### config.mk
export PLATFORM = sky130hd
export DESIGN_NAME = ealt_ram
export DESIGN_NICKNAME = d
export VERILOG_FILES = /design/src/design/entity_acquire_lock_table_defines.svh /design/src/design/ealt_ram.sv
export SDC_FILE = /design/constraint.sdc
export NUM_CORES = 1
export LEC_CHECK = 0
export BUFFER_PORTS_ARGS = -buffer_cell sky130_fd_sc_hd__buf_2
export CORE_MARGIN = 10
export CORE_UTILIZATION = 56
export DETAILED_ROUTE_END_ITERATION = 10
export PLACE_DENSITY = 0.75
export SYNTH_ARGS = -nofsm -noshare
export SYNTH_HDL_FRONTEND = slang
export SYNTH_SLANG_ARGS = --single-unit
export TNS_END_PERCENT = 10
### constraint.sdc
create_clock -name clock -period 2 [get_ports clock]
set_input_delay 0.1 -clock clock [delete_from_list [all_inputs] [get_ports clock]]
set_output_delay 0.1 -clock clock [all_outputs]
set_load 0.02 [all_outputs]
### src/design/entity_acquire_lock_table_defines.svh
// assertion macros for the entity acquire/lock table
`ifndef ENTITY_ACQUIRE_LOCK_TABLE_DEFINES_SVH
`define ENTITY_ACQUIRE_LOCK_TABLE_DEFINES_SVH

`ifndef SYNTHESIS
// property checked outside reset
`define EALT_ASSERT(lbl, clk, rst, prp, msg) \
   lbl: assert property (@(posedge clk) disable iff (rst) prp) else $error(msg);
// property checked on every edge, reset included
`define EALT_ASSERT_ALWAYS(lbl, clk, prp, msg) \
   lbl: assert property (@(posedge clk) prp) else $error(msg);
`else
`define EALT_ASSERT(lbl, clk, rst, prp, msg)
`define EALT_ASSERT_ALWAYS(lbl, clk, prp, msg)
`endif

`endif

### src/design/ealt_ram.sv
module ealt_ram #(
   parameter int WIDTH = 8,
   parameter int DEPTH = 64
) (
   input  logic                                     clock,
   input  logic                                     we,
   input  logic [((DEPTH > 1) ? $clog2(DEPTH) : 1)-1:0] waddr,
   input  logic [WIDTH-1:0]                         wdata,
   input  logic                                     re,
   input  logic [((DEPTH > 1) ? $clog2(DEPTH) : 1)-1:0] raddr,
   output logic [WIDTH-1:0]                         rdata
);

   logic [WIDTH-1:0] mem_ff [DEPTH];
   logic [WIDTH-1:0] rdata_ff;

   always_ff @(posedge clock) begin
      if (we) begin
         mem_ff[waddr] <= wdata;
      end
      if (re) begin
         rdata_ff <= mem_ff[raddr];
      end
   end

   assign rdata = rdata_ff;

endmodule

# ---- Word level (Yosys, flattened, before mapping)
# Memory sizes are Yosys's and may differ from the RTL's. A register that Yosys moved wholly into a read port is not among the register bits.
# Index checks and enable logic that the tools add are counted.
dict set report totals {
  reg_bits 0
  ram_bits 512
  inputBits 23
  output_inout_bits 8
  wordCells 3
  memories 1
}
# name words width rd rd_ports_with_merged_regs write_ports line
set memory_table {}
lappend memory_table {mem_ff 64 8 1 1 1 ealt_ram.sv:14} ;# logic [WIDTH-1:0] mem_ff [DEPTH];
dict set report classes {
  muxes 2
}
# operator count
set op_table {}
lappend op_table {{$mux W1} 2}

# ---- Logic depth before layout (Yosys ltp)
dict set report logic_depth {
  ltp_word 2
  depth_mapped 9
  ltp_nobuf 5
}

# ---- Least setup slack after synthesis
# Ideal clock, no wire load.
dict set report synth_path {
  path_kind {in2reg}
  from {in raddr[1] (netlist name)}
  to {reg rdata_ff[3], in the netlist rdata[3] (read register of mem_ff) (data pin)}
  setup_ns 0.266
  t_arrival_ns 1.640
  required_time_ns 1.734
  slack_ns 0.094
  stages 7
  path_buffers 3
  cell_sequence {buf_4 > buf_2 > buf_2 > mux4_2 > mux4_2 > o21ai_1 > o41ai_1}
}
# item line
set synth_lines {}
lappend synth_lines {{from (decl)} ealt_ram.sv:10} ;# input logic [((DEPTH > 1) ? $clog2(DEPTH) : 1)-1:0] raddr,
lappend synth_lines {{to (decl)} ealt_ram.sv:15} ;# logic [WIDTH-1:0] rdata_ff;

==> out/summary.md <==
Critical path
* 2.30 ns — worst path required time
* mux4_2, mux2_4, o221a_4, nor3_4, buf_6, o32ai_2 — series of cell instances along the critical path
* 6 — path depth of the worst reg2reg path
* register — crit end category
* 2.30 ns — CP Data Arrival Time
* 0.47 ns — stage delay of the slowest cell on the critical path
* register — kind of start point of the critical path
* reg -> reg — startpoint-to-endpoint class of the critical path
* sky130_fd_sc_hd__mux4_2 — slowest cell on the critical path
* 1 — highest net fanout along the worst path

Route
* 6.31 — via density per instance
* 10300 — total number of vias
* 45300 um — wire length after detailed routing
* 27.9 um — average wire per standard cell
* 0 — DRC viols
* 5 — count of TritonRoute iterations in the first routing pass
* 1113 — first-iteration detailed-routing DRC count
* 0 — number of routed nets with antenna violations

Finish
* 1625 — post-route non-filler standard cell count
* 0.347 — share of cells above drive strength 1
* 17.8% — area growth from synthesis to final layout
* sky130_fd_sc_hd__edfxtp_1 — commonest non-fill, non-tap cell in the layout
* 520 x sky130_fd_sc_hd__edfxtp_1, 137 x sky130_fd_sc_hd__buf_4, 126 x sky130_fd_sc_hd__mux4_2 — most frequent cells in the layout
* 1147 — nets
* 2192 — filler cell count
* 4390 um^2 — multi-input combinational cell area
* 15600 um^2 — register cell area after layout

Synth
* 520 — flip-flop and latch count after synthesis
* 940 — count of mapped cells out of synthesis
* sky130_fd_sc_hd__edfxtp_1 77%, sky130_fd_sc_hd__mux4_2 14%, sky130_fd_sc_hd__nor2_1 1.5% — largest cells by area after synthesis
* 0.771 — fraction of the yosys area taken by sequential cells
* 20200 um^2 — area of the mapped netlist
* sky130_fd_sc_hd__edfxtp_1 — dominant synthesized flop cell
* 963 — Net Count, Synth
* 520 — EDFF count, synth
* 21.5 um^2 — post-synthesis average cell area
* 0 — warnings from Yosys
* 0.771 — fraction of post-synthesis cell area in the top cell type by area
* sky130_fd_sc_hd__edfxtp_1 — area leader, netlist
* 0 — share of flip-flops with an asynchronous set or reset
* 39 — count of different cell masters after synthesis

Power and ir drop
* 0.0234 W — Power Total
* 983 nW/um^2 — total power per unit cell area
* 0.000645 V — peak supply drop
* 7.82 nW — Pleak

GRT
* 65 — maximum number of pins on one net before global-route repair
* 68000 um — first-pass GRT wire length
* 2 — antenna violations before repair
* 0 — remaining global-route overflow
* 0.207 — GRT Total Usage
* 10600 — via count of the first global-routing pass

Placement
* 0.868 — global placement routability congestion
* 30 — quantity of I/O buffers inserted on ports
* -0.240 ns — Place WS
* 1530 — instance count after placement with tap cells included
* 28600 um — half-perimeter wire length after placement

CTS
* 3 — maximum clock insertion buffer count
* sky130_fd_sc_hd__clkbuf_16 — master cell of the clock root buffer
* 50 — number of CTS-inserted buffers
* 2 — H-tree Lvls
* 520 — TritonCTS sink count
* 0.07 ns — clock slew at the register clock pins of the worst setup and hold paths
* done — CTS tree
* 0.57 ns — clk_lat worst skew

Die
* 210 um — Die Width
* 0.568 — effective utilization at floorplan
* 31 — I/O pins
* 35700 um^2 — core outline area
* 44200 um^2 — die footprint
* 69 — # rows
* 210 um — height of the die

Timing
* -0.00117 ns — PnR worst setup slack
* 500 MHz — Max Freq
* -0.00117 ns — Post-Route Setup TNS
* 0.782 ns — Worst-Margin Slew
* 0.479 — normalized max-slew margin
* 0 — Max Transition Viols Final
* 0.0177 ns — worst clock skew
* 1.00 — period utilization
* 2.00 ns — minimum clock period
* 0 — number of endpoints with negative hold slack in the final report
* 1 — number of setup violations in the final report
* yes — RSZ-0062 raised after global routing

Status
* setup timing — violations in the final reports
* finished, violations left — outcome

Hold path
* 2 — worst hold path stage count
* in -> reg — type of the most critical hold path

Flow run
* 0 — max-cap violation count

[what timing repair did]
action	CTS	global route
endpoints found under the setup margin	5	6
hold buffers	3	0
setup buffers	0	0
pin swaps	2	1
hold endpoints to repair	41	0
resized for setup	7	8
[final timing paths]
| check | startpoint | endpoint | slack, ns |
|---|---|---|---|
| max | mem_ff[24][6] | rdata[6] | -0.001 |
| min | wdata[5] | mem_ff[53][5] | 0.05 |
| max reg2reg | mem_ff[24][6] | rdata[6] | -0.001 |
| min reg2reg | mem_ff[31][6] | rdata[6] | 0.90 |
[cell type report]
class	instances	area share
Antenna cell	1	0.000105
Clock buffer	58	0.0546
Clock inverter	33	0.0193
Multi-Input combinational cell	369	0.184
Sequential cell	520	0.655
Tap cell	461	0.0242
Timing Repair Buffer	183	0.0629
[through the flow]
stage	util	area, um^2	hold WS [ns]
floorplan	-	20200	0.199
global placement	0.616	22000	0.465
detailed placement	0.616	22000	0.464
CTS	0.668	23800	0.0321
global route	0.669	23800	0.0390
finish	0.669	23800	0.0503
[cell usage after synthesis (4+ instances only)]
library cell / n
sky130_fd_sc_hd__buf_2: 11
sky130_fd_sc_hd__nor2_1: 83
sky130_fd_sc_hd__mux2i_1: 23
sky130_fd_sc_hd__buf_1: 4
sky130_fd_sc_hd__a221oi_1: 6
sky130_fd_sc_hd__edfxtp_1: 520
sky130_fd_sc_hd__nor3_1: 7
sky130_fd_sc_hd__nand2b_1: 7
sky130_fd_sc_hd__mux2_2: 13
sky130_fd_sc_hd__mux4_2: 126
sky130_fd_sc_hd__clkbuf_1: 17
sky130_fd_sc_hd__nand2_1: 19
sky130_fd_sc_hd__buf_4: 13
sky130_fd_sc_hd__nor2b_1: 14
sky130_fd_sc_hd__o221ai_1: 8
sky130_fd_sc_hd__nand3_1: 13
sky130_fd_sc_hd__a211oi_1: 4
sky130_fd_sc_hd__buf_6: 4
sky130_fd_sc_hd__o22ai_1: 8
[critical path, delay by kind of cell (launching register included)]
family / cells / cell delay, ns
flops: 1 / 0.37
compound gates: 2 / 0.35
buf+inv: 1 / 0.13
simple gates: 1 / 0.12
mux: 2 / 0.76
[kinds of logic (layout without fill, tap and decap cells)]
| group | Yosys count | count (layout) | synth area share |
|---|---|---|---|
| flip-flops | 520 | 520 | 0.771 |
| multiplexers | 162 | 162 | 0.159 |
| AND/OR/NAND/NOR | 153 | 153 | 0.0337 |
| AO/OA/AOI/OAI | 54 | 54 | 0.0206 |
| buffers and inverters | 51 | 274 | 0.0156 |
| other | 0 | 1 | 0 |
[per-layer routing]
layer  track usage  wire length [um]  vias to the layer above
met5             0                27                        -
met2         0.336             22400                      501
met4        0.0674              1200                        4
met3        0.0442              3930                       84
met1         0.278             17700                     5367
li1              -                 -                     4301
[flip-flops by register name (all words and copies together), names as in the netlist]
name	cells
mem_ff	512
rdata	8
[report_power, final]
part	switching, W	internal [W]
Combinational	0.000726	0.000541
Sequential	0.0000372	0.0121
Clock	0.00386	0.00620
Total	0.00463	0.0188
(Power assumes the default switching activity.)
